`src/hdl/tcw_pkg.sv`:
```
`timescale 1ns / 1ps

package tcw_pkg;

  typedef struct packed {
    logic [1:0] req_type;
    logic [7:0] char_code;
    logic [4:0] target_row;
    logic [6:0] target_col;
  } tcw_in_t;

  typedef struct packed {
    logic [4:0]  out_row;
    logic [6:0]  out_col;
    logic [10:0] cursor_linear;
    logic [15:0] cell_value;
  } tcw_out_t;

  typedef enum logic [1:0] {
    REQ_PUT   = 2'd0,
    REQ_SET   = 2'd1,
    REQ_CLEAR = 2'd2,
    REQ_READ  = 2'd3
  } req_e;

  localparam logic [7:0]  CH_BS      = 8'h08;
  localparam logic [7:0]  CH_TAB     = 8'h09;
  localparam logic [7:0]  CH_LF      = 8'h0A;
  localparam logic [7:0]  CH_CR      = 8'h0D;
  localparam logic [7:0]  CH_BLANK   = 8'h20;
  localparam logic [15:0] RESET_CELL = 16'h0F20;
  localparam logic [7:0]  RESET_ATTR = 8'h0F;

  // Microprogram step addresses; fall-through goes to the next address.
  typedef enum logic [4:0] {
    U_INIT     = 5'd0,
    U_RST      = 5'd1,
    U_IDLE     = 5'd2,
    U_EMIT     = 5'd3,
    U_SET      = 5'd4,
    U_CR       = 5'd5,
    U_CLR0     = 5'd6,
    U_CLR1     = 5'd7,
    U_CLR_EMIT = 5'd8,
    U_RD0      = 5'd9,
    U_RD_EMIT  = 5'd10,
    U_TAB      = 5'd11,
    U_TAB_EMIT = 5'd12,
    U_BS       = 5'd13,
    U_BS1      = 5'd14,
    U_BS_EMIT  = 5'd15,
    U_CH       = 5'd16,
    U_CH_EMIT  = 5'd17,
    U_NR       = 5'd18,
    U_SC_RD    = 5'd19,
    U_SC_WR    = 5'd20,
    U_SC_BL    = 5'd21,
    U_SC_EMIT  = 5'd22,
    U_NR_INC   = 5'd23,
    U_NR_EMIT  = 5'd24
  } upc_e;

  typedef enum logic [3:0] {
    COND_NONE,
    COND_ALWAYS,
    COND_MORE_COPY,
    COND_MORE_ALL,
    COND_NOT_LAST_ROW,
    COND_TAB_WRAP,
    COND_COL_ZERO,
    COND_LAST_COL,
    COND_OUT_RANGE
  } cond_e;

  typedef enum logic [2:0] {
    CUR_HOLD,
    CUR_SAT,
    CUR_ZERO,
    CUR_XZERO,
    CUR_INC,
    CUR_DEC,
    CUR_TAB,
    CUR_YINC
  } cur_op_e;

  typedef enum logic [1:0] {
    WD_RESET,
    WD_BLANK,
    WD_CHAR,
    WD_RDATA
  } wsrc_e;

  typedef enum logic [1:0] {
    ADDR_PTR,
    ADDR_CUR,
    ADDR_TGT,
    ADDR_SRC
  } addr_sel_e;

  typedef struct packed {
    logic      dispatch;
    logic      mem_we;
    logic      mem_re;
    addr_sel_e addr_sel;
    wsrc_e     wsrc;
    cur_op_e   cur_op;
    logic      ptr_load;
    logic      ptr_inc;
    logic      out_load;
    logic      cell_from_mem;
    cond_e     cond;
    upc_e      tgt;
  } ctrl_t;

  typedef struct packed {
    logic more_copy;
    logic more_all;
    logic not_last_row;
    logic tab_wrap;
    logic col_zero;
    logic last_col;
    logic out_range;
  } flags_t;

  // Result step: hand over the cursor and go back to idle.
  function automatic ctrl_t emit_word(logic from_mem);
    ctrl_t c;
    c               = '0;
    c.out_load      = 1'b1;
    c.cell_from_mem = from_mem;
    c.cond          = COND_ALWAYS;
    c.tgt           = U_IDLE;
    return c;
  endfunction

  function automatic ctrl_t ucode(upc_e pc);
    ctrl_t c;
    c = '0;
    case (pc)
      U_INIT: begin
        c.ptr_load = 1'b1;
      end
      U_RST: begin
        c.mem_we   = 1'b1;
        c.addr_sel = ADDR_PTR;
        c.wsrc     = WD_RESET;
        c.ptr_inc  = 1'b1;
        c.cond     = COND_MORE_ALL;
        c.tgt      = U_RST;
      end
      U_IDLE: begin
        c.dispatch = 1'b1;
      end
      U_EMIT, U_CLR_EMIT, U_TAB_EMIT, U_BS_EMIT, U_CH_EMIT, U_SC_EMIT, U_NR_EMIT: begin
        c = emit_word(1'b0);
      end
      U_RD_EMIT: begin
        c = emit_word(1'b1);
      end
      U_SET: begin
        c.cur_op = CUR_SAT;
        c.cond   = COND_ALWAYS;
        c.tgt    = U_EMIT;
      end
      U_CR: begin
        c.cur_op = CUR_XZERO;
        c.cond   = COND_ALWAYS;
        c.tgt    = U_EMIT;
      end
      U_CLR0: begin
        c.ptr_load = 1'b1;
        c.cur_op   = CUR_ZERO;
      end
      U_CLR1: begin
        c.mem_we   = 1'b1;
        c.addr_sel = ADDR_PTR;
        c.wsrc     = WD_BLANK;
        c.ptr_inc  = 1'b1;
        c.cond     = COND_MORE_ALL;
        c.tgt      = U_CLR1;
      end
      U_RD0: begin
        c.mem_re   = 1'b1;
        c.addr_sel = ADDR_TGT;
        c.cond     = COND_OUT_RANGE;
        c.tgt      = U_EMIT;
      end
      U_TAB: begin
        c.cur_op = CUR_TAB;
        c.cond   = COND_TAB_WRAP;
        c.tgt    = U_NR;
      end
      U_BS: begin
        c.cur_op = CUR_DEC;
        c.cond   = COND_COL_ZERO;
        c.tgt    = U_EMIT;
      end
      U_BS1: begin
        c.mem_we   = 1'b1;
        c.addr_sel = ADDR_CUR;
        c.wsrc     = WD_BLANK;
      end
      U_CH: begin
        c.mem_we   = 1'b1;
        c.addr_sel = ADDR_CUR;
        c.wsrc     = WD_CHAR;
        c.cur_op   = CUR_INC;
        c.cond     = COND_LAST_COL;
        c.tgt      = U_NR;
      end
      U_NR: begin
        c.cur_op   = CUR_XZERO;
        c.ptr_load = 1'b1;
        c.cond     = COND_NOT_LAST_ROW;
        c.tgt      = U_NR_INC;
      end
      U_SC_RD: begin
        c.mem_re   = 1'b1;
        c.addr_sel = ADDR_SRC;
      end
      U_SC_WR: begin
        c.mem_we   = 1'b1;
        c.addr_sel = ADDR_PTR;
        c.wsrc     = WD_RDATA;
        c.ptr_inc  = 1'b1;
        c.cond     = COND_MORE_COPY;
        c.tgt      = U_SC_RD;
      end
      U_SC_BL: begin
        c.mem_we   = 1'b1;
        c.addr_sel = ADDR_PTR;
        c.wsrc     = WD_BLANK;
        c.ptr_inc  = 1'b1;
        c.cond     = COND_MORE_ALL;
        c.tgt      = U_SC_BL;
      end
      U_NR_INC: begin
        c.cur_op = CUR_YINC;
      end
      default: begin
        c.cond = COND_ALWAYS;
        c.tgt  = U_IDLE;
      end
    endcase
    return c;
  endfunction

  function automatic upc_e dispatch_target(tcw_in_t req);
    upc_e t;
    t = U_CH;
    case (req_e'(req.req_type))
      REQ_SET:   t = U_SET;
      REQ_CLEAR: t = U_CLR0;
      REQ_READ:  t = U_RD0;
      REQ_PUT: begin
        case (req.char_code)
          CH_LF:   t = U_NR;
          CH_CR:   t = U_CR;
          CH_TAB:  t = U_TAB;
          CH_BS:   t = U_BS;
          default: t = U_CH;
        endcase
      end
      default: t = U_CH;
    endcase
    return t;
  endfunction

endpackage

```
`src/hdl/tcw_dp.sv`:
```
`timescale 1ns / 1ps

module tcw_dp #(
  parameter int ROWS = 25,
  parameter int COLS = 80,
  parameter int AW   = 11
) (
  input  logic              clk_i,
  input  logic              rst_ni,
  input  tcw_pkg::ctrl_t    ctrl_i,
  input  logic              in_valid_i,
  input  tcw_pkg::tcw_in_t  in_data_i,
  input  logic              cfg_we_i,
  input  logic [7:0]        cfg_wdata_i,
  input  logic              out_stall_i,
  output logic              out_valid_o,
  output tcw_pkg::tcw_out_t out_data_o,
  output logic              out_busy_o,
  output tcw_pkg::flags_t   flags_o,
  output logic              mem_we_o,
  output logic              mem_re_o,
  output logic [AW-1:0]     mem_addr_o,
  output logic [15:0]       mem_wdata_o,
  input  logic [15:0]       mem_rdata_i
);

  localparam int CELLS = ROWS * COLS;
  localparam int YW    = $clog2(ROWS);
  localparam int XW    = $clog2(COLS);
  localparam int XW1   = XW + 1;
  // Sweep pointer runs from COLS to CELLS+COLS-1; the cell touched is ptr-COLS.
  localparam int PW    = $clog2(CELLS + COLS);

  tcw_pkg::tcw_in_t  req_q;
  tcw_pkg::tcw_out_t out_q;
  logic              out_valid_q;
  logic [7:0]        color_q;
  logic [YW-1:0]     y_q, y_d;
  logic [XW-1:0]     x_q, x_d;
  logic [PW-1:0]     ptr_q;
  logic [XW1-1:0]    tab_x;
  logic [AW-1:0]     cur_lin;
  logic [AW-1:0]     tgt_lin;
  logic [AW-1:0]     ptr_addr;
  logic              tgt_in_range;

  assign cur_lin  = AW'(y_q) * AW'(COLS) + AW'(x_q);
  assign tgt_lin  = AW'(req_q.target_row) * AW'(COLS) + AW'(req_q.target_col);
  assign ptr_addr = AW'(ptr_q - PW'(COLS));
  assign tab_x    = (XW1'(x_q) + XW1'(4)) & ~XW1'(3);

  assign tgt_in_range = (32'(req_q.target_row) < ROWS) && (32'(req_q.target_col) < COLS);

  always_comb begin
    flags_o.more_copy    = ptr_q != PW'(CELLS - 1);
    flags_o.more_all     = ptr_q != PW'(CELLS + COLS - 1);
    flags_o.not_last_row = y_q != YW'(ROWS - 1);
    flags_o.tab_wrap     = 32'(tab_x) >= COLS;
    flags_o.col_zero     = x_q == '0;
    flags_o.last_col     = x_q == XW'(COLS - 1);
    flags_o.out_range    = !tgt_in_range;
  end

  // Store port
  always_comb begin
    mem_we_o = ctrl_i.mem_we;
    mem_re_o = ctrl_i.mem_re;
    case (ctrl_i.addr_sel)
      tcw_pkg::ADDR_CUR: mem_addr_o = cur_lin;
      tcw_pkg::ADDR_TGT: mem_addr_o = tgt_lin;
      // scroll source: the cell one row below the one written next
      tcw_pkg::ADDR_SRC: mem_addr_o = AW'(ptr_q);
      default:           mem_addr_o = ptr_addr;
    endcase
    case (ctrl_i.wsrc)
      tcw_pkg::WD_BLANK: mem_wdata_o = {color_q, tcw_pkg::CH_BLANK};
      tcw_pkg::WD_CHAR:  mem_wdata_o = {color_q, req_q.char_code};
      tcw_pkg::WD_RDATA: mem_wdata_o = mem_rdata_i;
      default:           mem_wdata_o = tcw_pkg::RESET_CELL;
    endcase
  end

  // Cursor update
  always_comb begin
    y_d = y_q;
    x_d = x_q;
    case (ctrl_i.cur_op)
      tcw_pkg::CUR_SAT: begin
        y_d = (32'(req_q.target_row) < ROWS) ? YW'(req_q.target_row) : YW'(ROWS - 1);
        x_d = (32'(req_q.target_col) < COLS) ? XW'(req_q.target_col) : XW'(COLS - 1);
      end
      tcw_pkg::CUR_ZERO: begin
        y_d = '0;
        x_d = '0;
      end
      tcw_pkg::CUR_XZERO: x_d = '0;
      tcw_pkg::CUR_INC:   x_d = x_q + XW'(1);
      tcw_pkg::CUR_DEC:   if (x_q != '0) x_d = x_q - XW'(1);
      tcw_pkg::CUR_TAB:   x_d = XW'(tab_x);
      tcw_pkg::CUR_YINC:  y_d = y_q + YW'(1);
      default: begin
        y_d = y_q;
        x_d = x_q;
      end
    endcase
  end

  assign out_busy_o = out_valid_q && out_stall_i;

  always_ff @(posedge clk_i or negedge rst_ni) begin
    if (!rst_ni) begin
      y_q         <= '0;
      x_q         <= '0;
      ptr_q       <= '0;
      color_q     <= tcw_pkg::RESET_ATTR;
      out_valid_q <= 1'b0;
    end else begin
      y_q <= y_d;
      x_q <= x_d;
      if (ctrl_i.ptr_load) begin
        ptr_q <= PW'(COLS);
      end else if (ctrl_i.ptr_inc) begin
        ptr_q <= ptr_q + PW'(1);
      end
      if (cfg_we_i) begin
        color_q <= cfg_wdata_i;
      end
      if (ctrl_i.out_load && !out_busy_o) begin
        out_valid_q <= 1'b1;
      end else if (!out_stall_i) begin
        out_valid_q <= 1'b0;
      end
    end
  end

  always_ff @(posedge clk_i) begin
    if (ctrl_i.dispatch && in_valid_i) begin
      req_q <= in_data_i;
    end
    if (ctrl_i.out_load && !out_busy_o) begin
      out_q.out_row       <= 5'(y_q);
      out_q.out_col       <= 7'(x_q);
      out_q.cursor_linear <= 11'(cur_lin);
      out_q.cell_value    <= ctrl_i.cell_from_mem ? mem_rdata_i : 16'h0000;
    end
  end

  assign out_valid_o = out_valid_q;
  assign out_data_o  = out_q;

endmodule
```
`config.mk`:
```
export PLATFORM = sky130hd
export DESIGN_NAME = tcw_dp
export DESIGN_NICKNAME = d
export VERILOG_FILES = /design/src/hdl/tcw_pkg.sv /design/src/hdl/tcw_dp.sv
export SDC_FILE = /design/constraint.sdc
export NUM_CORES = 1
export LEC_CHECK = 0
export ABC_AREA = 1
export ABC_CLOCK_PERIOD_IN_PS = 8420
export BUFFER_PORTS_ARGS = -buffer_cell sky130_fd_sc_hd__buf_2
export CAP_MARGIN = 20
export CORE_ASPECT_RATIO = 1.1
export CORE_MARGIN = 8
export CORE_UTILIZATION = 57
export DETAILED_ROUTE_END_ITERATION = 10
export PLACE_DENSITY = 0.86
export SYNTH_ARGS = -nofsm -noshare
export SYNTH_HDL_FRONTEND = slang
export SYNTH_SLANG_ARGS = --single-unit
```
`constraint.sdc`:
```
create_clock -name clk_i -period 8.42 [get_ports clk_i]
set_clock_uncertainty 0.1 [all_clocks]
set_input_delay 2.526 -clock clk_i [delete_from_list [all_inputs] [get_ports clk_i]]
set_output_delay 2.526 -clock clk_i [all_outputs]
set_load 0.03 [all_outputs]
```
==> impl_metrics.toml <==
[status]
status = "complete, no violations"

[clock_tree]
cts_tree = "yes"
cts_buffers = 9
htree_levels = 3
path_clk_slew_ps = 80
ctsResizeCount = 0
cts_hold_buf = 0
cts_sinks = 88
clkLatencyLatePin_ps = 360
clockBufferDepth = 2
post_cts_buffers = 0
cts-root-buf = "clkbuf_8"

[floorplan]
die_area_sq_mm = 0.0127
initial_core_util_pct = 57.9
core_area_sq_mm = 0.00921
design.portCount = 151
fp.dieW_um = 108
rows = 37
die_h_um = 117

[global_route]
grtUsageTotal_pct = 20.9
antenna_found_initial = 1
grt_pass1_vias = 4745
grt_max_degree = 36
grt_first_pass_wirelength_um = 21700
grt-ovfl-total = 0

[final_layout]
nNetsFinal = 880
n_antenna_cell = 0
final_common_cell = "nand2_1"
multiInputGateArea_sq_mm = 0.00242
layout_common_cells = "nand2_1, buf_2, inv_1"
stdcell_area_sq_mm = 0.00630
area_growth_pct = 18.1
fill_cells = 747
layout-drive-gt1-share_pct = 23.0
seq_area_sq_mm = 0.00248

[flow_run]
drv_cap = 0

[power]
power_mw = 1.28
powerDensity_mw_per_mm2 = 204
max-vdd-ir-drop_mv = 0.0907
p_leak_nw = 3.17

[synthesis]
synth_cell_types = 39
syn_inst = 638
avgSynthCellArea_sq_um = 8.36
synth_fp_nets = 748
synth-simple-area-share_pct = 26.3
syn-cell-area_sq_mm = 0.00534
synth_compound_area_share_pct = 8.07
seq_area_frac_synth_pct = 46.5
ys_ff_latch = 88
synth_xor_area_share_pct = 1.64
synth.yosys.warnings = 0
synthMuxAreaShare_pct = 0
synth_top_family_by_area = "simple AND/OR/NAND/NOR gates"
synthAdderAreaFrac_pct = 9.14

[detailed_routing]
via_per_inst = 5.38
drc = 0
drt_iter0_drc = 281
antenna_left = 0
vias = 4803
drt-pass1-iter-count = 5
post_drt_wl_per_cell_um = 15.2
wirelength_um = 13600

[setup_path]
critical_path_required_ps = 5790
cp.arrival_ps = 3820
end_kind = "primary output"
timing.critical_path.from = "ctrl_i[17]"
cp_max_fo = 15
regToRegStartpoint = "y_q[3]"
worst-setup-path-type = "in2out"
start_kind = "input pin"

[timing]
fmax_ghz = 0.155
setup_viol = 0
slew_headroom_pct = 36.9
min_period_over_period_pct = 76.5
finalHoldViolCount = 0
rsz0062_at_grt = "false"
worstMarginPinSlew_ps = 945
min_period_ps = 6440
drv_slew = 0
setup-tns-final_ps = 0

[placement]
portBuffers = 135
routabilityCongestion = 0.913
place_area_sq_mm = 0.00609
post-dp-hpwl_um = 10800

[min_path]
min_path_type = "reg2reg"
hp-start = "color_q[2]"
flip-flops by register name, summed over array words and instances (netlist names):
signal       flops
ptr_q           12
req_q           20
out_data_o      35
y_q              5
out_valid_o      1
color_q          8
x_q              7
per-stage QoR:
stage	hold slack [ps]	std cells	setup WS, ps	util (%)
finish	396	892	1980	68.4
global route	445	892	1860	68.4
CTS	404	892	1990	68.4
detailed placement	390	876	2000	66.1
global placement	388	876	2050	66.1
floorplan	360	638	2110	-
cell type report:
| cell class | instances | area share (%) |
|---|---|---|
| multi-input cells | 439 | 38.3 |
| flip-flops and latches | 88 | 39.4 |
| clock buffers | 9 | 1.96 |
| well taps | 117 | 2.32 |
| clock inverters | 7 | 1.51 |
| repair buffers | 135 | 10.7 |
| inverters | 97 | 5.77 |
final timing paths:
check / cells past startpoint / to / slack (ps)
min reg2reg: 2 / color_q[2] / 400
max in group asynchronous: 1 / color_q[5] / 5560
min in group asynchronous: 1 / ptr_q[5] / 2140
max: 6 / mem_wdata_o[8] / 1980
min: 2 / color_q[2] / 400
max reg2reg: 9 / out_data_o[26] / 5990
kinds of logic (layout without fill, tap and decap cells):
logic type,Yosys count,count (layout)
flip-flops,88,88
AO/OA/AOI/OAI,79,79
AND/OR/NAND/NOR,314,314
buffers and inverters,111,248
XOR/XNOR,10,10
adder cells (fa/ha/maj),36,36
power breakdown:
part | total, mW | leakage [nW] | internal [mW] | switching [mW]
Clock | 0.319 | 0.106 | 0.168 | 0.152
Combinational | 0.410 | 2.13 | 0.132 | 0.278
Sequential | 0.556 | 0.930 | 0.516 | 0.0396
worst max-delay path, stage by stage:
cell	delay (ps)
buf_2	180
nand2_1	220
inv_1	420
nand2_1	100
o211ai_1	120
buf_2	240
synth_stat cells (all sizes together):
| cell type | instances | share of area (%) |
|---|---|---|
| nand2 | 182 | 13 |
| inv | 96 | 6.8 |
| nand3 | 57 | 5.3 |
| edfxtp | 55 | 31 |
| o21ai | 42 | 3.9 |
| nor2 | 40 | 3.4 |
| ha | 31 | 7.3 |
| dfrtp | 29 | 14 |
| a21oi | 21 | 2.0 |
| nand4 | 16 | 1.9 |
| nor3 | 12 | 1.2 |
| buf | 10 | 1.2 |
| xor2 | 7 | 1.1 |
| fa | 5 | 1.9 |
| o211ai | 5 | 0.70 |
| clkbuf | 4 | 0.28 |
| dfstp | 4 | 2.0 |
| a31oi | 3 | 0.35 |
| o22ai | 3 | 0.35 |
| xnor2 | 3 | 0.49 |
| nand3b | 2 | 0.52 |
| o2111ai | 2 | 0.33 |
| or2 | 2 | 0.23 |
| a21boi | 1 | 0.14 |
| a22oi | 1 | 0.14 |
| and2 | 1 | 0.12 |
| clkinv | 1 | 0.070 |
| nor3b | 1 | 0.23 |
| nor4 | 1 | 0.12 |
| o21bai | 1 | 0.14 |
metal layers:
metal	global-route usage, %	up-vias	routed length (um)
li1	-	2373	-
met1	24.7	2188	5560
met2	34.7	207	6320
met3	5.26	33	1370
met4	9.00	2	345
met5	0	-	8
Power figures use the tool's default switching activity.
