`src/hdl/tcw_pkg.sv`:
```
`timescale 1ns / 1ps

package tcw_pkg;

  typedef struct packed {
    logic [1:0] req_type;
    logic [7:0] char_code;
    logic [4:0] target_row;
    logic [6:0] target_col;
  } tcw_in_t;

  typedef struct packed {
    logic [4:0]  out_row;
    logic [6:0]  out_col;
    logic [10:0] cursor_linear;
    logic [15:0] cell_value;
  } tcw_out_t;

  typedef enum logic [1:0] {
    REQ_PUT   = 2'd0,
    REQ_SET   = 2'd1,
    REQ_CLEAR = 2'd2,
    REQ_READ  = 2'd3
  } req_e;

  localparam logic [7:0]  CH_BS      = 8'h08;
  localparam logic [7:0]  CH_TAB     = 8'h09;
  localparam logic [7:0]  CH_LF      = 8'h0A;
  localparam logic [7:0]  CH_CR      = 8'h0D;
  localparam logic [7:0]  CH_BLANK   = 8'h20;
  localparam logic [15:0] RESET_CELL = 16'h0F20;
  localparam logic [7:0]  RESET_ATTR = 8'h0F;

  // Microprogram step addresses; fall-through goes to the next address.
  typedef enum logic [4:0] {
    U_INIT     = 5'd0,
    U_RST      = 5'd1,
    U_IDLE     = 5'd2,
    U_EMIT     = 5'd3,
    U_SET      = 5'd4,
    U_CR       = 5'd5,
    U_CLR0     = 5'd6,
    U_CLR1     = 5'd7,
    U_CLR_EMIT = 5'd8,
    U_RD0      = 5'd9,
    U_RD_EMIT  = 5'd10,
    U_TAB      = 5'd11,
    U_TAB_EMIT = 5'd12,
    U_BS       = 5'd13,
    U_BS1      = 5'd14,
    U_BS_EMIT  = 5'd15,
    U_CH       = 5'd16,
    U_CH_EMIT  = 5'd17,
    U_NR       = 5'd18,
    U_SC_RD    = 5'd19,
    U_SC_WR    = 5'd20,
    U_SC_BL    = 5'd21,
    U_SC_EMIT  = 5'd22,
    U_NR_INC   = 5'd23,
    U_NR_EMIT  = 5'd24
  } upc_e;

  typedef enum logic [3:0] {
    COND_NONE,
    COND_ALWAYS,
    COND_MORE_COPY,
    COND_MORE_ALL,
    COND_NOT_LAST_ROW,
    COND_TAB_WRAP,
    COND_COL_ZERO,
    COND_LAST_COL,
    COND_OUT_RANGE
  } cond_e;

  typedef enum logic [2:0] {
    CUR_HOLD,
    CUR_SAT,
    CUR_ZERO,
    CUR_XZERO,
    CUR_INC,
    CUR_DEC,
    CUR_TAB,
    CUR_YINC
  } cur_op_e;

  typedef enum logic [1:0] {
    WD_RESET,
    WD_BLANK,
    WD_CHAR,
    WD_RDATA
  } wsrc_e;

  typedef enum logic [1:0] {
    ADDR_PTR,
    ADDR_CUR,
    ADDR_TGT,
    ADDR_SRC
  } addr_sel_e;

  typedef struct packed {
    logic      dispatch;
    logic      mem_we;
    logic      mem_re;
    addr_sel_e addr_sel;
    wsrc_e     wsrc;
    cur_op_e   cur_op;
    logic      ptr_load;
    logic      ptr_inc;
    logic      out_load;
    logic      cell_from_mem;
    cond_e     cond;
    upc_e      tgt;
  } ctrl_t;

  typedef struct packed {
    logic more_copy;
    logic more_all;
    logic not_last_row;
    logic tab_wrap;
    logic col_zero;
    logic last_col;
    logic out_range;
  } flags_t;

  // Result step: hand over the cursor and go back to idle.
  function automatic ctrl_t emit_word(logic from_mem);
    ctrl_t c;
    c               = '0;
    c.out_load      = 1'b1;
    c.cell_from_mem = from_mem;
    c.cond          = COND_ALWAYS;
    c.tgt           = U_IDLE;
    return c;
  endfunction

  function automatic ctrl_t ucode(upc_e pc);
    ctrl_t c;
    c = '0;
    case (pc)
      U_INIT: begin
        c.ptr_load = 1'b1;
      end
      U_RST: begin
        c.mem_we   = 1'b1;
        c.addr_sel = ADDR_PTR;
        c.wsrc     = WD_RESET;
        c.ptr_inc  = 1'b1;
        c.cond     = COND_MORE_ALL;
        c.tgt      = U_RST;
      end
      U_IDLE: begin
        c.dispatch = 1'b1;
      end
      U_EMIT, U_CLR_EMIT, U_TAB_EMIT, U_BS_EMIT, U_CH_EMIT, U_SC_EMIT, U_NR_EMIT: begin
        c = emit_word(1'b0);
      end
      U_RD_EMIT: begin
        c = emit_word(1'b1);
      end
      U_SET: begin
        c.cur_op = CUR_SAT;
        c.cond   = COND_ALWAYS;
        c.tgt    = U_EMIT;
      end
      U_CR: begin
        c.cur_op = CUR_XZERO;
        c.cond   = COND_ALWAYS;
        c.tgt    = U_EMIT;
      end
      U_CLR0: begin
        c.ptr_load = 1'b1;
        c.cur_op   = CUR_ZERO;
      end
      U_CLR1: begin
        c.mem_we   = 1'b1;
        c.addr_sel = ADDR_PTR;
        c.wsrc     = WD_BLANK;
        c.ptr_inc  = 1'b1;
        c.cond     = COND_MORE_ALL;
        c.tgt      = U_CLR1;
      end
      U_RD0: begin
        c.mem_re   = 1'b1;
        c.addr_sel = ADDR_TGT;
        c.cond     = COND_OUT_RANGE;
        c.tgt      = U_EMIT;
      end
      U_TAB: begin
        c.cur_op = CUR_TAB;
        c.cond   = COND_TAB_WRAP;
        c.tgt    = U_NR;
      end
      U_BS: begin
        c.cur_op = CUR_DEC;
        c.cond   = COND_COL_ZERO;
        c.tgt    = U_EMIT;
      end
      U_BS1: begin
        c.mem_we   = 1'b1;
        c.addr_sel = ADDR_CUR;
        c.wsrc     = WD_BLANK;
      end
      U_CH: begin
        c.mem_we   = 1'b1;
        c.addr_sel = ADDR_CUR;
        c.wsrc     = WD_CHAR;
        c.cur_op   = CUR_INC;
        c.cond     = COND_LAST_COL;
        c.tgt      = U_NR;
      end
      U_NR: begin
        c.cur_op   = CUR_XZERO;
        c.ptr_load = 1'b1;
        c.cond     = COND_NOT_LAST_ROW;
        c.tgt      = U_NR_INC;
      end
      U_SC_RD: begin
        c.mem_re   = 1'b1;
        c.addr_sel = ADDR_SRC;
      end
      U_SC_WR: begin
        c.mem_we   = 1'b1;
        c.addr_sel = ADDR_PTR;
        c.wsrc     = WD_RDATA;
        c.ptr_inc  = 1'b1;
        c.cond     = COND_MORE_COPY;
        c.tgt      = U_SC_RD;
      end
      U_SC_BL: begin
        c.mem_we   = 1'b1;
        c.addr_sel = ADDR_PTR;
        c.wsrc     = WD_BLANK;
        c.ptr_inc  = 1'b1;
        c.cond     = COND_MORE_ALL;
        c.tgt      = U_SC_BL;
      end
      U_NR_INC: begin
        c.cur_op = CUR_YINC;
      end
      default: begin
        c.cond = COND_ALWAYS;
        c.tgt  = U_IDLE;
      end
    endcase
    return c;
  endfunction

  function automatic upc_e dispatch_target(tcw_in_t req);
    upc_e t;
    t = U_CH;
    case (req_e'(req.req_type))
      REQ_SET:   t = U_SET;
      REQ_CLEAR: t = U_CLR0;
      REQ_READ:  t = U_RD0;
      REQ_PUT: begin
        case (req.char_code)
          CH_LF:   t = U_NR;
          CH_CR:   t = U_CR;
          CH_TAB:  t = U_TAB;
          CH_BS:   t = U_BS;
          default: t = U_CH;
        endcase
      end
      default: t = U_CH;
    endcase
    return t;
  endfunction

endpackage

```
`src/hdl/tcw_seq.sv`:
```
`timescale 1ns / 1ps

module tcw_seq (
  input  logic              clk_i,
  input  logic              rst_ni,
  input  logic              in_valid_i,
  input  tcw_pkg::tcw_in_t  in_data_i,
  input  logic              out_busy_i,
  input  tcw_pkg::flags_t   flags_i,
  output tcw_pkg::ctrl_t    ctrl_o,
  output logic              in_stall_o
);

  tcw_pkg::upc_e  upc_q, upc_d;
  tcw_pkg::ctrl_t ctrl;
  logic           cond_ok;

  always_comb begin
    ctrl       = tcw_pkg::ucode(upc_q);
    ctrl_o     = ctrl;
    in_stall_o = !ctrl.dispatch;
  end

  always_comb begin
    case (ctrl.cond)
      tcw_pkg::COND_ALWAYS:       cond_ok = 1'b1;
      tcw_pkg::COND_MORE_COPY:    cond_ok = flags_i.more_copy;
      tcw_pkg::COND_MORE_ALL:     cond_ok = flags_i.more_all;
      tcw_pkg::COND_NOT_LAST_ROW: cond_ok = flags_i.not_last_row;
      tcw_pkg::COND_TAB_WRAP:     cond_ok = flags_i.tab_wrap;
      tcw_pkg::COND_COL_ZERO:     cond_ok = flags_i.col_zero;
      tcw_pkg::COND_LAST_COL:     cond_ok = flags_i.last_col;
      tcw_pkg::COND_OUT_RANGE:    cond_ok = flags_i.out_range;
      default:                    cond_ok = 1'b0;
    endcase
  end

  always_comb begin
    upc_d = upc_q;
    if (ctrl.dispatch) begin
      if (in_valid_i) begin
        upc_d = tcw_pkg::dispatch_target(in_data_i);
      end
    end else if (ctrl.out_load && out_busy_i) begin
      upc_d = upc_q;  // result slot still full
    end else if (cond_ok) begin
      upc_d = ctrl.tgt;
    end else begin
      upc_d = tcw_pkg::upc_e'(upc_q + 5'd1);
    end
  end

  always_ff @(posedge clk_i or negedge rst_ni) begin
    if (!rst_ni) begin
      upc_q <= tcw_pkg::U_INIT;
    end else begin
      upc_q <= upc_d;
    end
  end

endmodule

```
`config.mk`:
```
export PLATFORM = sky130hd
export DESIGN_NAME = tcw_seq
export DESIGN_NICKNAME = d
export VERILOG_FILES = /design/src/hdl/tcw_pkg.sv /design/src/hdl/tcw_seq.sv
export SDC_FILE = /design/constraint.sdc
export NUM_CORES = 1
export LEC_CHECK = 0
export BUFFER_PORTS_ARGS = -buffer_cell sky130_fd_sc_hd__buf_2
export CAP_MARGIN = 5
export CORE_MARGIN = 2
export CORE_UTILIZATION = 35
export CTS_CLUSTER_DIAMETER = 120
export DETAILED_ROUTE_END_ITERATION = 16
export GPL_TIMING_DRIVEN = 0
export PLACE_DENSITY = 0.61
export SLEW_MARGIN = 15
export SYNTH_ARGS = -nofsm -noshare
export SYNTH_HDL_FRONTEND = slang
export SYNTH_SLANG_ARGS = --single-unit
```
`constraint.sdc`:
```
create_clock -name clk_i -period 2.2 [get_ports clk_i]
set_input_delay 0.33 -clock clk_i [delete_from_list [all_inputs] [get_ports clk_i]]
set_output_delay 0.33 -clock clk_i [all_outputs]
set_load 0.005 [all_outputs]
```
==> impl_metrics.tcl, run 1 <==
set metrics [dict create \
    clk_path_buf_depth 2 \
    finalCritPeriodShare 1.10 \
    grt_max_degree 11 \
    endpoint_kind "flip-flop" \
    grt_pass1_vias 1411 \
    synth.distinct_cells 61 \
    violations "setup timing" \
    core.rowCount 22 \
    pwr-share-comb 0.878 \
    die-area_mm2 0.00418 \
    num_vias 1589 \
    synth_top_cells_by_area "dfrtp_1, mux2i_1, nand2_1, ha_1, nor2_1" \
    start_util 0.357 \
    synth_seq_cells 5 \
    die_w_um 64.7 \
    r2r_setup_slack_ns -0.22 \
    io_buffers 43 \
    rsz0062_at_grt "true" \
    cp_cell_sequence "inv_4, ha_4, or2_4, a21oi_2, o2111a_2, or3_4, o22ai_4, buf_6, mux2i_1, o21ai_1" \
    async_flop_share 1.00 \
    setup_violations 7 \
    p_per_area_mw_per_mm2 1580 \
    routed_wl_um 4090 \
    worstPathRequired_ns 2.30 \
    synth_edf_count 0 \
    stdcell_area_mm2 0.00188 \
    worstPathMaxFanout 7 \
    intPower_uw 1560 \
    fin_skew_ns 0.000595 \
    path_clk_slew_ns 0.03 \
    drive_above_1_share 0.475 \
    reg_top3 "upc_q: 5 flops" \
    grt_util_all_layers 0.197 \
    clock_sinks 5 \
    hold_path.class "input port to flip-flop" \
    regMostFlops "upc_q" \
    routedWlPerCell_um 14.2 \
    htreeDepth 1 \
    yosysMostFrequentCell "nand2_1" \
    slew_violations 0 \
    yosysSeqAreaShare 0.0971 \
    cts_root_buffer "clkbuf_8" \
    cap_violations 0 \
    path_delay_family "compound AO/OA/AOI/OAI gates" \
    gp_congestion 0.964 \
    syn-instance-count 182 \
    pwr-share-seq 0.067 \
    grt_pass1_wl_um 6640 \
    syn_nets 220 \
    tritoncts "yes" \
    drtIter0Drc 130 \
    synth_top_area_frac 0.0971 \
    start_kind "flip-flop" \
    die_h_um 64.7 \
    fmaxAchievable_mhz 413 \
    route.antenna.remaining_nets 0 \
    numCtsBuffers 3 \
    finalSetupTns_ns -1.12 \
    whs_ns 0.409 \
    period_minus_slack_ns 2.42 \
    crit_arrival_ns 2.52 \
    fin_total_pwr_uw 2970 \
    drc_errors 0 \
    synthTopCellsByCount "nand2_1, nor2_1, a21oi_1, inv_1" \
    crit_type "flip-flop to flip-flop" \
    synth.avg_cell_area_um2 7.08 \
    setup_ws_ns -0.220 \
    grt_overflow 0 \
    outcome "finished with violations" \
    first_pass_iters 4 \
    synth_warnings 0 \
    core_area_mm2 0.00361 \
    clk_latency_ns 0.22 \
    synth_top_area_cell "dfrtp_1" \
    power.share.clock 0.056 \
    hold_violations 0 \
    antenna_found_initial 0 \
    yosys_most_used_dff "dfrtp_1" \
    p_sw_uw 1410 \
    p_leak_uw 0.000875 \
    nets 279 \
    place_hpwl_um 2970 \
    io_pins 57 \
    switching_share 0.474 \
    largest_reg_flops 5 \
    max_stage_delay_ns 0.44 \
    vias_per_cell 5.52 \
    area_delta_synth_final_pct 45.6 \
    cp_num_buf_inv 2 \
    num_antenna_cells 0 \
    syn-cell-area_mm2 0.00129 \
    placed_area_mm2 0.00160 \
    crit_path_top_delay_cell "dfrtp_2" \
    ir_worst_vdd_uv 549 \
]
==> placed cells by master (no fill, tap or decap), types with 4 or more instances in the layout <==
cell,synthesis,routed
buf_2,5,46
buf_4,4,17
nand2_1,17,17
nor2_1,14,13
inv_1,10,8
nand3_1,8,8
a21oi_1,10,7
nand2b_1,8,7
mux2i_1,8,7
o21ai_1,6,6
buf_6,2,4
o21ai_0,4,4
nor3_1,5,4
==> cell families (layout without fill, tap and decap cells) <==
family	after synthesis	after routing	synth area share
DFF	5	5	0.0971
buffers and inverters	28	86	0.110
xor gates and xnor gates	2	2	0.0136
adders and majority gates	5	5	0.0485
muxes	10	10	0.0825
AOI/OAI and AO/OA	54	54	0.326
other	1	1	0.00291
and+or+nand+nor	77	77	0.319
==> stage by stage <==
stage	util	setup slack, ns	std cells
final	0.520	-0.220	288
after global routing	0.520	-0.323	288
after CTS	0.498	-0.233	284
after detailed placement	0.443	-0.411	273
after global placement	0.443	-0.452	273
after floorplan	-	-0.101	182
==> per-layer routing <==
layer	global-route usage	wire length [um]	vias to the layer above
met1	0.285	1770	707
met3	0.00868	364	8
li1	-	-	784
met2	0.303	1870	90
met4	0.0851	82	0
met5	0	0	-
==> worst paths after layout <==
| path | startpoint | endpoint | cells past startpoint |
|---|---|---|---|
| worst max-delay path | upc_q[0]$_DFFE_PN0P_ | upc_q[4]$_DFFE_PN0P_ | 10 |
| worst min-delay path | in_valid_i | upc_q[2]$_DFFE_PN0P_ | 3 |
| worst max register to register | upc_q[0]$_DFFE_PN0P_ | upc_q[4]$_DFFE_PN0P_ | 10 |
| worst min register to register | upc_q[1]$_DFFE_PN0P_ | upc_q[1]$_DFFE_PN0P_ | 3 |
| max in group asynchronous | rst_ni | upc_q[0]$_DFFE_PN0P_ | 2 |
| min in group asynchronous | rst_ni | upc_q[4]$_DFFE_PN0P_ | 2 |
==> power by group through the flow <==
| stage | Combinational (uW) | Clock [uW] | Sequential, uW |
|---|---|---|---|
| after floorplan | 1510 | 0 | 172 |
| after global placement | 2020 | 0 | 186 |
| after detailed placement | 2010 | 0 | 188 |
| after CTS | 2390 | 171 | 190 |
| after global routing | 2830 | 176 | 203 |
| final | 2600 | 165 | 198 |
==> what timing repair did <==
item,CTS,global route
gates resized for setup,29,16
gates cloned,0,0
hold buffers,1,0
pin swaps,9,10
endpoints found under the setup margin,20,13
buffers inserted,8,5
endpoints found under the hold margin,5,0
==> layout make-up <==
cell class / count / area (um^2)
sequential: 5 / 129
clock buffer: 4 / 45.0
buffer: 13 / 105
tap: 48 / 60.1
fill: 371 / 1730
inverter: 12 / 50.0
timing repair buffer: 57 / 330
multi-input combinational: 149 / 1160
==> tightest hold or removal path, cell delays in order <==
cell      delay (ns)
buf_2           0.10
nand4_1         0.09
o221ai_2        0.07
No activity file was read; power rests on OpenSTA's default activity.
==> run 2, diff against run 1 <==
RECOVER_POWER = 100   (was unset)
==> impl_metrics.tcl, run 2 (synthesized netlist as in run 1, its figures left out) <==
set metrics [dict create \
    num_vias 1589 \
    clk_path_buf_depth 2 \
    grt_pass1_wl_um 6640 \
    core_area_mm2 0.00361 \
    nets 279 \
    cp_cell_sequence "inv_4, ha_4, or2_4, a21oi_2, o2111a_2, or3_4, o22ai_4, buf_6, mux2i_1, o21ai_1" \
    ir_worst_vdd_uv 549 \
    core.rowCount 22 \
    drtIter0Drc 130 \
    gp_congestion 0.964 \
    setup_ws_ns -0.220 \
    finalCritPeriodShare 1.10 \
    grt_pass1_vias 1411 \
    hold_depth 3 \
    fillers 372 \
    path_clk_slew_ns 0.03 \
    endpoint_kind "flip-flop" \
    io_pins 57 \
    outcome "finished with violations" \
    grt_max_degree 11 \
    die-area_mm2 0.00418 \
    drive_above_1_share 0.471 \
    whs_ns 0.409 \
    grt_overflow 0 \
    p_leak_uw 0.000872 \
    dpl_worst_slack_ns -0.411 \
    layout_commonest_cell "buf_2" \
    hold_violations 0 \
    first_pass_iters 4 \
    timing.rr.start "upc_q[0]$_DFFE_PN0P_" \
    clk_latency_ns 0.22 \
    violations "setup timing" \
    period_minus_slack_ns 2.42 \
    mostFrequentLayoutCells "buf_2, buf_4, nand2_1, nor2_1" \
    num_antenna_cells 0 \
    route.antenna.remaining_nets 0 \
    crit_path_top_delay_cell "dfrtp_2" \
    regMostFlops "upc_q" \
    max_stage_delay_ns 0.44 \
    drc_errors 0 \
    cap_violations 0 \
    start_util 0.357 \
    fin_total_pwr_uw 2960 \
    worstHoldStart "in_valid_i" \
    grt_util_all_layers 0.197 \
    rsz0062_at_grt "true" \
    setup_violations 7 \
    placed_area_mm2 0.00160 \
    crit_type "flip-flop to flip-flop" \
    r2r_setup_slack_ns -0.22 \
    largest_reg_flops 5 \
    worstPathMaxFanout 7 \
    die_w_um 64.7 \
    worstPathRequired_ns 2.30 \
    tritoncts "yes" \
    slew_violations 0 \
    routed_wl_um 4090 \
    clock_sinks 5 \
    die_h_um 64.7 \
    fin_skew_ns 0.000594 \
    fmaxAchievable_mhz 413 \
    io_buffers 43 \
    area_delta_synth_final_pct 45.5 \
    antenna_found_initial 0 \
    start_kind "flip-flop" \
    place_hpwl_um 2970 \
    hold_path.class "input port to flip-flop" \
    cts_root_buffer "clkbuf_8" \
    reg_top3 "upc_q: 5 flops" \
    numCtsBuffers 3 \
    routedWlPerCell_um 14.2 \
    vias_per_cell 5.52 \
    worstHoldEndpoint "upc_q[2]$_DFFE_PN0P_" \
    stdcell_area_mm2 0.00188 \
    htreeDepth 1 \
    crit_arrival_ns 2.52 \
    rr_worst_depth 10 \
    p_per_area_mw_per_mm2 1580 \
    regToRegEndpoint "upc_q[4]$_DFFE_PN0P_" \
]
[run 2: routing by layer]
metal	vias up	track usage	wire, um
li1	784	-	-
met3	8	0.00868	364
met2	90	0.303	1870
met4	0	0.0851	82
met1	707	0.285	1770
met5	-	0	0
[run 2: report_power, final]
part / internal, uW / switching (uW) / total [uW]
Clock: 124 / 41.1 / 165
Sequential: 140 / 58.3 / 198
Combinational: 1290 / 1310 / 2600
[run 2: timing repair]
action                                 4_1_cts  5_1_grt
hold buffers                                 1        0
endpoints found under the hold margin        5        0
resized for setup                           29       16
buffers inserted                             8        5
pin swaps                                    9       10
setup endpoints to repair                   20       13
[run 2: worst max path at each step]
| stage | startpoint | to | slack [ns] | depth (start not counted) |
|---|---|---|---|---|
| after floorplan | upc_q[0]$_DFFE_PN0P_ | upc_q[1]$_DFFE_PN0P_ | -0.10 | 10 |
| after global placement | upc_q[1]$_DFFE_PN0P_ | upc_q[2]$_DFFE_PN0P_ | -0.45 | 10 |
| after detailed placement | upc_q[1]$_DFFE_PN0P_ | upc_q[2]$_DFFE_PN0P_ | -0.41 | 10 |
| after CTS | upc_q[0]$_DFFE_PN0P_ | upc_q[2]$_DFFE_PN0P_ | -0.23 | 11 |
| after global routing | upc_q[1]$_DFFE_PN0P_ | upc_q[4]$_DFFE_PN0P_ | -0.32 | 10 |
| final | upc_q[0]$_DFFE_PN0P_ | upc_q[4]$_DFFE_PN0P_ | -0.22 | 10 |
[run 2: per-stage QoR]
stage	std cells	utilization	TNS [ns]
2_1_floorplan	182	-	-0.282
3_3_place_gp	273	0.443	-2.65
3_5_place_dp	273	0.443	-2.57
4_1_cts	284	0.498	-1.23
5_1_grt	288	0.520	-1.81
6_report	288	0.520	-1.12
[run 2: worst max-delay path: cells and delay by family, from the launching register on]
family	cells	cell delay (ns)
compound gates	4	0.71
mux	1	0.17
fa+ha+maj	1	0.18
simple gates	2	0.55
buf+inv	2	0.25
flops	1	0.44
[run 2: cell type report]
| class | instances | area [um^2] | area share |
|---|---|---|---|
| multi-input combinational | 149 | 1160 | 0.617 |
| timing repair buffer | 57 | 329 | 0.175 |
| sequential | 5 | 129 | 0.0687 |
| buffer | 13 | 105 | 0.0560 |
| tap | 48 | 60.1 | 0.0320 |
| inverter | 12 | 50.0 | 0.0267 |
| clock buffer | 4 | 45.0 | 0.0240 |
==> run 3, diff against run 2 <==
SKIP_LAST_GASP = 1   (was unset)
==> impl_metrics.tcl, run 3 (synthesized netlist as in run 1, its figures left out) <==
set metrics [dict create \
    finalSetupTns_ns -1.25 \
    mostFrequentLayoutCells "buf_2, buf_4, nand2_1, nor2_1, nand3_1" \
    stdcell_area_mm2 0.00189 \
    die_h_um 64.7 \
    p_sw_uw 1430 \
    reg_top3 "upc_q: 5 flops" \
    clk_path_buf_depth 2 \
    regMostFlops "upc_q" \
    nets 281 \
    ir_worst_vdd_uv 555 \
    drc_errors 0 \
    whs_ns 0.409 \
    placed_area_mm2 0.00160 \
    crit_arrival_ns 2.54 \
    grt_pass1_vias 1401 \
    rr_worst_depth 9 \
    power.share.clock 0.056 \
    worstPathMaxFanout 5 \
    area_delta_synth_final_pct 46.5 \
    routed_wl_um 4190 \
    clock_sinks 5 \
    pwr-share-seq 0.066 \
    tritoncts "yes" \
    p_per_area_mw_per_mm2 1590 \
    grt_overflow 0 \
    die-area_mm2 0.00418 \
    setup_ws_ns -0.241 \
    die_w_um 64.7 \
    grt_pass1_wl_um 6720 \
    rsz0062_at_grt "true" \
    path_delay_family "multiplexers" \
    first_pass_iters 4 \
    cap_violations 0 \
    violations "setup timing" \
    drtIter0Drc 107 \
    path_depth 9 \
    hold_path.class "input port to flip-flop" \
    outcome "finished with violations" \
    grt_util_all_layers 0.201 \
    path_clk_slew_ns 0.03 \
    fin_total_pwr_uw 3000 \
    slew_violations 0 \
    endpoint_kind "flip-flop" \
    setup_violations 9 \
    crit_path_frequent_cell "mux2i_1" \
    crit_path_top_delay_cell "dfrtp_2" \
    htreeDepth 1 \
    io_pins 57 \
    max_stage_delay_ns 0.44 \
    crit_type "flip-flop to flip-flop" \
    routedWlPerCell_um 14.5 \
    largest_reg_flops 5 \
    cp_cell_sequence "ha_2, mux2_4, a22oi_2, mux2i_1, a211oi_2, o22ai_4, buf_6, mux2i_1, nor3_2" \
    core.rowCount 22 \
    worstPathRequired_ns 2.30 \
    start_kind "flip-flop" \
    multi_input_area_mm2 0.00117 \
    route.antenna.remaining_nets 0 \
    seqCellArea_um2 128 \
    io_buffers 43 \
    finalCritPeriodShare 1.11 \
    intPower_uw 1570 \
    num_antenna_cells 0 \
    num_vias 1603 \
    period_minus_slack_ns 2.44 \
    switching_share 0.477 \
    dpl_worst_slack_ns -0.411 \
    p_leak_uw 0.000877 \
    gp_congestion 0.964 \
    vias_per_cell 5.53 \
    numCtsBuffers 3 \
    pwr-share-comb 0.878 \
    cp_num_buf_inv 1 \
    clk_latency_ns 0.22 \
    place_hpwl_um 2970 \
    drive_above_1_share 0.483 \
    fmaxAchievable_mhz 410 \
    grt_max_degree 11 \
    layout_commonest_cell "buf_2" \
    core_area_mm2 0.00361 \
    antenna_found_initial 0 \
    hold_depth 3 \
    start_util 0.357 \
    hold_violations 0 \
    fillers 363 \
    fin_skew_ns 0.00122 \
    cts_root_buffer "clkbuf_8" \
]
[run 3: power groups by stage]
stage	Sequential (uW)	Combinational, uW	Clock, uW
floorplan	172	1510	0
global placement	186	2020	0
detailed placement	188	2010	0
CTS	190	2370	171
global route	204	2850	176
finish	198	2630	166
[run 3: path summary, 6_finish.rpt]
kind                                 startpoint                   end  slack [ns]
min in group asynchronous                rst_ni  upc_q[2]$_DFFE_PN0P_        0.49
hold reg to reg            upc_q[1]$_DFFE_PN0P_  upc_q[1]$_DFFE_PN0P_        0.78
setup / recovery           upc_q[0]$_DFFE_PN0P_  upc_q[0]$_DFFE_PN0P_       -0.24
max in group asynchronous                rst_ni  upc_q[0]$_DFFE_PN0P_        1.48
setup reg to reg           upc_q[0]$_DFFE_PN0P_  upc_q[0]$_DFFE_PN0P_       -0.24
hold / removal                       in_valid_i  upc_q[2]$_DFFE_PN0P_        0.41
[run 3: metal layers]
metal  track usage  part of all wire  vias to the layer above  wire length [um]
li1              -                 -                      785                 -
met1         0.291              0.43                      728              1790
met2         0.313              0.47                       84              1960
met3       0.00694             0.089                        6               375
met4        0.0798             0.016                        0                68
met5             0                 0                        -                 0
[run 3: worst reg2reg max path, stage by stage, from the launching register on]
cell	delay, ns
dfrtp_2	0.44
ha_2	0.24
mux2_4	0.29
a22oi_2	0.27
mux2i_1	0.25
a211oi_2	0.11
o22ai_4	0.29
buf_6	0.15
mux2i_1	0.22
nor3_2	0.05
[run 3: final cells by class]
cell class,instances,area share
tap,48,0.0318
clock buffer,4,0.0239
timing repair buffer,59,0.182
inverter,12,0.0265
multi-input combinational,149,0.618
buffer,13,0.0497
sequential,5,0.0676
[run 3: through the flow]
stage,cells,util
floorplan,182,-
global placement,273,0.443
finish,290,0.524
global route,290,0.524
detailed placement,273,0.443
CTS,284,0.495
[run 3: repair_timing]
action / CTS / global route
hold buffers: 1 / 0
hold endpoints to repair: 5 / 0
pin swaps: 8 / 7
setup endpoints to repair: 20 / 16
buffers inserted: 8 / 7
resized for setup: 26 / 17
